<file path="src/rtl/core/qoi_pkg.sv">
// qoi_pkg: shared types and constants of the QOI-style pixel decoder.
// Used by qoi_cache, qoi_decode and qoi_style_pixel_decoder; depends on nothing.
package qoi_pkg;

    // Pending multi-byte op codes
    localparam logic [1:0] OP_NONE = 2'd0;
    localparam logic [1:0] OP_RGB  = 2'd1;
    localparam logic [1:0] OP_LUMA = 2'd2;

    // Op byte values and biases
    localparam logic [7:0] BYTE_RGB     = 8'hFE;
    localparam logic [7:0] BYTE_RUN_MIN = 8'hC0;
    localparam logic [7:0] BYTE_DIFF    = 8'h40;
    localparam logic [7:0] BYTE_LUMA    = 8'h80;
    localparam logic [7:0] DIFF_BIAS    = 8'd2;
    localparam logic [7:0] LUMA_G_BIAS  = 8'd32;
    localparam logic [7:0] LUMA_RB_BIAS = 8'd8;

    // Bytes still expected by a raw RGB op
    localparam logic [1:0] LEFT_RED   = 2'd3;
    localparam logic [1:0] LEFT_GREEN = 2'd2;
    localparam logic [1:0] LEFT_BLUE  = 2'd1;

    localparam int PIX_W = 24;
    localparam int RUN_W = 6;

    typedef logic [PIX_W-1:0] pix_t;

    // Decoder state carried from byte to byte
    typedef struct packed {
        logic [1:0] op;
        logic [1:0] left;
        logic [7:0] part_red;
        logic [7:0] part_green;
        logic [7:0] luma_dg;
        logic       started;
        pix_t       prev;
    } qoi_state_t;

    // Result produced by one byte: one pixel, a run, or an error word
    typedef struct packed {
        logic             valid;
        logic             err;
        pix_t             pix;
        logic [RUN_W-1:0] run_m1;
    } qoi_res_t;

endpackage

</file>
<file path="src/rtl/core/qoi_cache.sv">
// qoi_cache: color cache memory with per-entry valid bits and write forwarding.
// Depends on qoi_pkg for the pixel type.
module qoi_cache #(
    parameter int CACHE_ENTRIES = 64,
    parameter int IDX_W         = 6
) (
    input  logic               aclk,
    input  logic               aresetn,
    input  logic               clr,
    input  logic               rd_en,
    input  logic [IDX_W-1:0]   rd_addr,
    input  logic               wr_en,
    input  logic [IDX_W-1:0]   wr_addr,
    input  qoi_pkg::pix_t      wr_data,
    output qoi_pkg::pix_t      rd_pix
);

    qoi_pkg::pix_t            mem [CACHE_ENTRIES];
    logic [CACHE_ENTRIES-1:0] valid_reg;
    qoi_pkg::pix_t            rd_mem_reg;
    logic                     rd_valid_reg;
    logic                     fwd_hit_reg;
    qoi_pkg::pix_t            fwd_data_reg;

    // Write the entry, read the addressed entry
    always_ff @(posedge aclk) begin
        if (wr_en) begin
            mem[wr_addr] <= wr_data;
        end
        if (rd_en) begin
            rd_mem_reg   <= mem[rd_addr];
            fwd_data_reg <= wr_data;
        end
    end

    // Track written entries; clear all at once on reset or a new image
    always_ff @(posedge aclk) begin
        if (!aresetn) begin
            valid_reg    <= '0;
            rd_valid_reg <= 1'b0;
            fwd_hit_reg  <= 1'b0;
        end else begin
            if (clr) begin
                valid_reg <= '0;
            end else if (wr_en) begin
                valid_reg[wr_addr] <= 1'b1;
            end
            if (rd_en) begin
                rd_valid_reg <= !clr && valid_reg[rd_addr];
                fwd_hit_reg  <= wr_en && (wr_addr == rd_addr);
            end
        end
    end

    // Forward a same-cycle write, read unwritten entries as zero
    assign rd_pix = fwd_hit_reg  ? fwd_data_reg :
                    rd_valid_reg ? rd_mem_reg   : '0;

endmodule

</file>
<file path="src/rtl/core/qoi_decode.sv">
// qoi_decode: decodes one stream byte against the current state; pure logic.
// Depends on qoi_pkg for state and result types and op constants.
module qoi_decode #(
    parameter int IDX_W = 6
) (
    input  logic [7:0]          in_byte,
    input  logic                new_image,
    input  qoi_pkg::qoi_state_t state,
    input  qoi_pkg::pix_t       cache_pix,
    output qoi_pkg::qoi_state_t state_next,
    output qoi_pkg::qoi_res_t   res,
    output logic                wr_en,
    output logic [IDX_W-1:0]    wr_addr
);

    qoi_pkg::qoi_state_t st;
    qoi_pkg::pix_t       pix;
    logic [7:0]          pr;
    logic [7:0]          pg;
    logic [7:0]          pb;
    logic [7:0]          dg;
    logic [11:0]         hsum;

    always_comb begin
        // Drop all state ahead of the first byte of a new image
        st = new_image ? qoi_pkg::qoi_state_t'('0) : state;
        pr = st.prev[23:16];
        pg = st.prev[15:8];
        pb = st.prev[7:0];
        dg = st.luma_dg;

        state_next = st;
        res        = '0;
        pix        = st.prev;
        wr_en      = 1'b0;

        priority if (st.op == qoi_pkg::OP_RGB) begin
            priority if (st.left == qoi_pkg::LEFT_RED) begin
                state_next.part_red = in_byte;
                state_next.left     = qoi_pkg::LEFT_GREEN;
            end else if (st.left == qoi_pkg::LEFT_GREEN) begin
                state_next.part_green = in_byte;
                state_next.left       = qoi_pkg::LEFT_BLUE;
            end else begin
                pix                = {st.part_red, st.part_green, in_byte};
                state_next.op      = qoi_pkg::OP_NONE;
                state_next.left    = '0;
                state_next.started = 1'b1;
                wr_en              = 1'b1;
                res.valid          = 1'b1;
            end
        end else if (st.op == qoi_pkg::OP_LUMA) begin
            pix = {pr + ({4'd0, in_byte[7:4]} + dg - qoi_pkg::LUMA_RB_BIAS),
                   pg + dg,
                   pb + ({4'd0, in_byte[3:0]} + dg - qoi_pkg::LUMA_RB_BIAS)};
            state_next.op   = qoi_pkg::OP_NONE;
            state_next.left = '0;
            wr_en           = 1'b1;
            res.valid       = 1'b1;
        end else begin
            state_next.op   = qoi_pkg::OP_NONE;
            state_next.left = '0;
            priority if (in_byte == qoi_pkg::BYTE_RGB) begin
                state_next.op   = qoi_pkg::OP_RGB;
                state_next.left = qoi_pkg::LEFT_RED;
            end else if (!st.started) begin
                // First op of the image is not raw RGB: flag it, no pixel
                pix       = '0;
                res.valid = 1'b1;
                res.err   = 1'b1;
            end else if (in_byte >= qoi_pkg::BYTE_RUN_MIN) begin
                // Repeat the previous pixel, store it again
                res.run_m1 = in_byte[qoi_pkg::RUN_W-1:0];
                wr_en      = 1'b1;
                res.valid  = 1'b1;
            end else if (in_byte < qoi_pkg::BYTE_DIFF) begin
                pix       = cache_pix;
                wr_en     = 1'b1;
                res.valid = 1'b1;
            end else if (in_byte < qoi_pkg::BYTE_LUMA) begin
                pix = {pr + {6'd0, in_byte[5:4]} - qoi_pkg::DIFF_BIAS,
                       pg + {6'd0, in_byte[3:2]} - qoi_pkg::DIFF_BIAS,
                       pb + {6'd0, in_byte[1:0]} - qoi_pkg::DIFF_BIAS};
                wr_en     = 1'b1;
                res.valid = 1'b1;
            end else begin
                state_next.luma_dg = {2'd0, in_byte[5:0]} - qoi_pkg::LUMA_G_BIAS;
                state_next.op      = qoi_pkg::OP_LUMA;
                state_next.left    = qoi_pkg::LEFT_BLUE;
            end
        end

        res.pix = pix;
        if (wr_en) begin
            state_next.prev = pix;
        end

        // Cache slot of the committed pixel
        hsum = 12'(pix[23:16]) * 12'd3 + 12'(pix[15:8]) * 12'd5 + 12'(pix[7:0]) * 12'd7;
    end

    assign wr_addr = hsum[IDX_W-1:0];

endmodule

</file>
<file path="src/rtl/core/qoi_style_pixel_decoder.sv">
// qoi_style_pixel_decoder: top level of the QOI-style RGB stream decoder.
// Depends on qoi_pkg, qoi_cache and qoi_decode.
//
// Usage:
//   The slave channel takes one compressed byte per word in s_tdata; s_tuser
//   marks the first byte of a new image, which clears the color cache and all
//   decode state before the byte is used. The master channel gives one decoded
//   pixel per word, red/green/blue in m_tdata, m_tlast high on the last pixel
//   that one input byte yields, and m_tuser high on an error word (first op of
//   an image not raw RGB; pixel zero, m_tlast low).
//   An accepted byte waits in the input register; its first pixel enters the
//   output register when the byte is consumed. Throughput: one byte per cycle
//   while the output does not stall; bytes inside a multi-byte op produce no
//   word. A run op of N pixels occupies the output register for N words, and
//   the slave side stalls with the next byte held until the last word is taken.
//   Reset (aresetn low, synchronous) clears the valid bits of the color cache,
//   the previous pixel and the op state at once; no clearing pass is needed.
//   When m_tready is low the output word holds and, once the input register is
//   full, s_tready drops; nothing is lost or repeated.
module qoi_style_pixel_decoder #(
    parameter int CACHE_ENTRIES = 64
) (
    input  logic        aclk,
    input  logic        aresetn,
    input  logic        s_tvalid,
    output logic        s_tready,
    input  logic [7:0]  s_tdata,    // [7:0] in_byte
    input  logic        s_tuser,    // [0] new_image
    output logic        m_tvalid,
    input  logic        m_tready,
    output logic [23:0] m_tdata,    // [7:0] out_red, [15:8] out_green, [23:16] out_blue
    output logic        m_tlast,    // run_last
    output logic        m_tuser     // [0] stream_error
);

    localparam int IDX_W = $clog2(CACHE_ENTRIES);

    logic                      in_valid_reg;
    logic [7:0]                in_byte_reg;
    logic                      in_new_reg;
    qoi_pkg::qoi_state_t       state_reg;
    qoi_pkg::qoi_state_t       state_next;
    qoi_pkg::qoi_res_t         res;
    qoi_pkg::pix_t             cache_pix;
    logic                      dec_wr_en;
    logic [IDX_W-1:0]          dec_wr_addr;
    logic                      out_valid_reg;
    logic                      out_err_reg;
    qoi_pkg::pix_t             out_pix_reg;
    logic [qoi_pkg::RUN_W-1:0] out_cnt_reg;
    logic                      adv;
    logic                      accept;
    logic                      out_last;

    // Consume the held byte once the output register frees up
    assign out_last = (out_cnt_reg == '0);
    assign adv      = in_valid_reg && (!out_valid_reg || (m_tready && out_last));
    assign s_tready = !in_valid_reg || adv;
    assign accept   = s_tvalid && s_tready;

    // Input register
    always_ff @(posedge aclk) begin
        if (!aresetn) begin
            in_valid_reg <= 1'b0;
        end else if (accept) begin
            in_valid_reg <= 1'b1;
        end else if (adv) begin
            in_valid_reg <= 1'b0;
        end
    end

    always_ff @(posedge aclk) begin
        if (accept) begin
            in_byte_reg <= s_tdata;
            in_new_reg  <= s_tuser;
        end
    end

    // Read the cache at the index of the incoming byte
    qoi_cache #(
        .CACHE_ENTRIES (CACHE_ENTRIES),
        .IDX_W         (IDX_W)
    ) u_cache (
        .aclk    (aclk),
        .aresetn (aresetn),
        .clr     (adv && in_new_reg),
        .rd_en   (accept),
        .rd_addr (s_tdata[IDX_W-1:0]),
        .wr_en   (adv && dec_wr_en),
        .wr_addr (dec_wr_addr),
        .wr_data (res.pix),
        .rd_pix  (cache_pix)
    );

    qoi_decode #(
        .IDX_W (IDX_W)
    ) u_decode (
        .in_byte    (in_byte_reg),
        .new_image  (in_new_reg),
        .state      (state_reg),
        .cache_pix  (cache_pix),
        .state_next (state_next),
        .res        (res),
        .wr_en      (dec_wr_en),
        .wr_addr    (dec_wr_addr)
    );

    // Advance decode state
    always_ff @(posedge aclk) begin
        if (!aresetn) begin
            state_reg <= '0;
        end else if (adv) begin
            state_reg <= state_next;
        end
    end

    // Output register; a run counts its remaining words down
    always_ff @(posedge aclk) begin
        if (!aresetn) begin
            out_valid_reg <= 1'b0;
            out_cnt_reg   <= '0;
        end else if (adv && res.valid) begin
            out_valid_reg <= 1'b1;
            out_cnt_reg   <= res.run_m1;
        end else if (out_valid_reg && m_tready) begin
            if (out_last) begin
                out_valid_reg <= 1'b0;
            end else begin
                out_cnt_reg <= out_cnt_reg - qoi_pkg::RUN_W'(1);
            end
        end
    end

    always_ff @(posedge aclk) begin
        if (adv && res.valid) begin
            out_pix_reg <= res.pix;
            out_err_reg <= res.err;
        end
    end

    assign m_tvalid = out_valid_reg;
    assign m_tdata  = {out_pix_reg[7:0], out_pix_reg[15:8], out_pix_reg[23:16]};
    assign m_tlast  = out_last && !out_err_reg;
    assign m_tuser  = out_err_reg;

endmodule
</file>
<file path="config.mk">
export PLATFORM = sky130hd
export DESIGN_NAME = qoi_style_pixel_decoder
export DESIGN_NICKNAME = d
export VERILOG_FILES = /design/src/rtl/core/qoi_pkg.sv /design/src/rtl/core/qoi_cache.sv /design/src/rtl/core/qoi_decode.sv /design/src/rtl/core/qoi_style_pixel_decoder.sv
export SDC_FILE = /design/constraint.sdc
export NUM_CORES = 2
export LEC_CHECK = 0
export BUFFER_PORTS_ARGS = -buffer_cell sky130_fd_sc_hd__buf_4
export CORE_ASPECT_RATIO = 1.2
export CORE_MARGIN = 5
export CORE_UTILIZATION = 64
export DETAILED_ROUTE_END_ITERATION = 12
export PLACE_DENSITY = 0.81
export SETUP_SLACK_MARGIN = 0.15
export SYNTH_ARGS = -nofsm -noshare
export SYNTH_HDL_FRONTEND = slang
export SYNTH_SLANG_ARGS = --single-unit
export TNS_END_PERCENT = 10
</file>
<file path="constraint.sdc">
create_clock -name aclk -period 30.2 [get_ports aclk]
set_clock_uncertainty 0.2 [all_clocks]
set_input_delay 1.51 -clock aclk [delete_from_list [all_inputs] [get_ports aclk]]
set_output_delay 1.51 -clock aclk [all_outputs]
set_load 0.005 [all_outputs]
</file>
---- Word level (Yosys, flattened, before mapping) ----
Memory sizes are Yosys's and may differ from the RTL's. A register that Yosys moved wholly into a read port is not among the register bits.
Index checks and enable logic that the tools add are counted.
cells by class
  add/subtract/negate cells ............... 17
  multiply operators ...................... 3
  magnitude comparators ................... 6
  equal/unequal tests ..................... 7
  mux-type cells .......................... 71
  bitwise gates (word level) .............. 2
  reductions and logical operators ........ 25
operators with widths
  kind                 number
  $mux 24              12
  $mux 8               10
  $or 64x64->64        1
  $mux 53              1
  $mux 6               8
  $mux 4               7
  $mux 1               26
  $add 8x2->8          3
  $add 8x8->8          3
  $sub 8x2->8 const B  3
  $add 4x8->8          2
  $mul 8x3->6 const B  2
  $mux 16              1
  $sub 8x4->8 const B  2
  $lt 6x7->1 const B   2
  $add 6x6->6          2
  $logic_and 1x1->1    11
  $eq 8x8->1 const B   1
  $ge 8x8->1 const B   1
  $lt 8x7->1 const B   1
  $lt 8x8->1 const B   1
  $mul 8x2->6 const B  1
  $mux 2               4
  $sub 6x6->7 const B  1
  16 further kinds     25
storage, ports and cells
  register bits ........................... 185
  bits in writable memories ............... 1536
  input port bits ......................... 13
  word-level logic and storage cells ...... 150
  memories kept ........................... 1
memory list
  memory       depth  width  read ports  clocked after Yosys merged registers in  write ports  RTL line         RTL
  u_cache.mem  64     24     1           1                                        1            qoi_cache.sv:18  qoi_pkg::pix_t mem [CACHE_ENTRIES];

---- Logic depth before layout (Yosys ltp) ----
  depth in word-level cells ............... 18
  depth in mapped cells ................... 33
  gate-level depth less buffers ........... 27

---- By module ----
Synthesis repeated with hierarchy kept, for this count alone.
second synthesis, totals
  cell total of the unflattened synthesis .. 3693
  area, all modules ....................... 71448.5 um^2
modules (own cells, without submodules)
  module                   times used  cells each  area an instance (um^2)  sequential area each (um^2)
  qoi_cache                1           2601        62681.4                  48886.9
  qoi_decode               1           746         5185.0                   0.0
  qoi_style_pixel_decoder  1           346         3582.2                   2242.2

---- Worst setup path before layout ----
OpenSTA, ideal clock, no wires.
  kind .................................... reg2reg
  start point ............................. reg in_new_reg
  end point ............................... mem u_cache.mem[51][0] in the netlist's numbering (enable)
  setup time .............................. 0.438 ns
  data arrival time ....................... 11.576 ns
  data required time ...................... 29.562 ns
  path slack .............................. 17.986 ns
  stages on the path, launching flop included .. 30
  path through ............................ edfxtp_1 buf_2 clkbuf_1 clkbuf_1 clkbuf_1 clkbuf_1 clkbuf_1 nand2b_1 inv_1 fa_1 ha_1 ha_1 inv_1 fa_1 nor2_1 a31oi_1 o21ai_0 inv_1 fa_1 fa_1 fa_1 inv_1 ha_1 a21o_1 a21oi_1 xnor2_1 xnor2_2 xnor2_2 xor3_2 nor3_1
RTL lines
  element                 RTL line                       RTL
  start, declared         qoi_style_pixel_decoder.sv:40  logic in_new_reg;
  start signal, assigned  qoi_style_pixel_decoder.sv:75  in_new_reg <= s_tuser;
  end, declared           qoi_cache.sv:18

==> flow_summary.yaml <==
critical_path:
  cpPeakStageDelay_ps: 1110
  setup.worst_path.start_class: "flop"
  critical_path.endpoint_type: "flop"
  critical_path.max_fanout: 67
  critical_path_required_ps: 30390
  critPathKind: "reg2reg"
  critical-path-slowest-cell: "nor2_2"
  timing.critical_path.mode_cell: "fa_1"
  worstPathArrival_ps: 10670
outcome:
  run_status: "complete, but fails checks"
  violations: "capacitance limit, slew limit"
timing:
  hold_violations: 0
  tns_ps: 0
  rsz0062_at_grt: "no"
  fmax_ghz: 0.09546
  setup_viol: 0
  final-max-slew-violation-count: 14
  timing_worst_slew_pin_value_ps: 1502
  max_slew_margin: -0.008237
  final.min_clock_period_ps: 10480
  final.period_utilization: 0.3469
cts:
  max-clock-path-buffers: 3
  cts.repair.resized: 0
  postCtsHoldBufs: 0
  cts_tree: "built"
  cts_setup_buffers: 0
  clock_transition_at_the_registers_of_the_reported_paths_ps: 70
  h-tree-depth: 4
  cts.root.buffer_cell: "clkbuf_16"
  clk_latency_ps: 820
  clock_sink_count: 1745
  cts_buffers: 160
yosys:
  synthesis.nets: 3532
  yosys.cell_types.count: 86
  yosys_warnings: 0
  fraction_of_the_yosys_area_taken_by_sequential_cells: 0.7259
  synth_area_leader: "edfxtp_1"
  yosys.cell_count.top_type: "edfxtp_1"
  synth_flop_cell: "edfxtp_1"
  ys_top_cells_by_area: "edfxtp_1, mux4_2, dfxtp_1, ha_1, fa_1"
  syn_area_mm2: 0.07044
  average_size_of_a_mapped_cell_um2: 20.63
  synth_enable_flop_cells: 1618
  ys_seq_elements: 1745
  synthCells: 3415
  yosysTopAreaCellShare: 0.6898
  async_flop_share: 0
  ys_top_cells_by_count: "edfxtp_1, mux4_2, dfxtp_1"
cells_and_area:
  area_delta_synth_final_pct: 11.25
  finalNetCount: 3668
  max_ffs_per_register: 1536
  post_route_cells_drive_above_1_share: 0.2785
hold_path:
  hold_class: "reg2reg"
routing:
  dr.pass1.iters: 7
  drt_first_iter_violations: 6540
  remaining_antenna_violation_count_after_routing: 0
  drt-vias-per-instance: 7.476
  avgRoutedWirePerCell_um: 39.50
  finalWirelength_mm: 201.6
  drt_drc_violations_left: 0
  vias: 38170
pwr:
  finalPower_mw: 4.859
  total_leakage_power_nw: 24.46
  power_per_cell_area_mw_per_mm2: 62.00
  vdd_ir_max_uv: 63.44
grt:
  all_layer_global_routing_usage: 0.3482
  overall_overflow_remaining_after_global_route: 0
  grt_pass1_wl_mm: 285.9
  pin_count_of_the_biggest_net_entering_global_routing: 136
  initial_antenna_violation_count: 15
  grt_pass1_vias: 38000
run:
  cap_violations: 1
die:
  die_w_um: 312.9
  num_rows: 133
  core_footprint_mm2: 0.1095
  die_area_mm2: 0.1168
  io_pins: 41
  die_extent_in_y_um: 373.4
  start_util: 0.6433
place:
  placement.io_buffers: 40
  dp_hpwl_mm: 113.3
  finalWeightedCongestion: 0.9555
## cells by family after synthesis
group,after synthesis,synth area share
AO/OA/AOI/OAI,321,0.03165
XOR/XNOR,55,0.007709
adder cells (fa/ha/maj),106,0.02195
buffers and inverters,291,0.01609
flip-flops,1745,0.7259
multiplexers,540,0.1700
AND/OR/NAND/NOR,357,0.02672
## critical path, delay by kind of cell (launching register included)
family / cells / cell delay, ps
compound gates: 6 / 1250
flops: 1 / 330
buf+inv: 7 / 1890
xor+xnor: 4 / 910
fa+ha+maj: 8 / 3540
simple gates: 3 / 1880
## power by group
| group | switching (mW) | internal (mW) |
|---|---|---|
| Clock | 0.901 | 1.13 |
| Combinational | 0.136 | 0.0651 |
| Sequential | 0.00612 | 2.62 |
## through the flow
step                instance area, µm²  setup WS, ps  hold WS (ps)  utilization  cells
finish                           78370         19720         270.3       0.7157   5105
floorplan                        70440         17990         219.9            -   3415
global route                     78340         19310         291.8       0.7155   5094
CTS                              78340         19880         263.1       0.7155   5094
global placement                 73190         20130         235.9       0.6684   4806
detailed placement               73190         19980         246.3       0.6684   4806
## per-layer routing
metal | wire, µm | global-route usage | vias to the layer above
met3 | 24120 | 0.08830 | 749
met4 | 15580 | 0.2061 | 8
li1 | - | - | 14380
met5 | 47 | 0.001653 | -
met2 | 96570 | 0.5476 | 3383
met1 | 65330 | 0.4479 | 19650
## placed cells by master (no fill, tap or decap), drive strengths merged, types with 9 or more instances in the layout
cell    count
inv       113
o22ai       9
buf       162
nand3      23
o21a       47
nor2b      14
dfxtp     127
xor2       12
nor3       57
nand2      76
a21o       12
clkinv     58
nand2b     32
fa         30
bufinv     14
a22oi      41
o31ai       9
xnor2      40
mux2i      13
edfxtp   1618
ha         74
mux4      525
diode      11
nor2      114
clkbuf    202
o21ai      54
o211ai     11
a221oi     18
a21oi      61
## layout make-up
class,instances,area [µm²]
Antenna cell,11,27.53
Clock buffer,201,4273
Clock inverter,87,880.8
Fill cell,5958,31130
Inverter,102,382.9
Multi-Input combinational cell,1379,18640
Sequential cell,1745,51130
Tap cell,1417,1773
Timing Repair Buffer,163,1261
## path summary, 6_finish.rpt
kind | from | end | slack [ps] | cells past startpoint
max | in_new_reg | u_cache.mem[31][23] | 19720 | 28
min | u_cache.valid_reg[25] | u_cache.valid_reg[25] | 270 | 2
max reg2reg | in_new_reg | u_cache.mem[31][23] | 19720 | 28
min reg2reg | u_cache.valid_reg[25] | u_cache.valid_reg[25] | 270 | 2
Power figures use the tool's default switching activity.
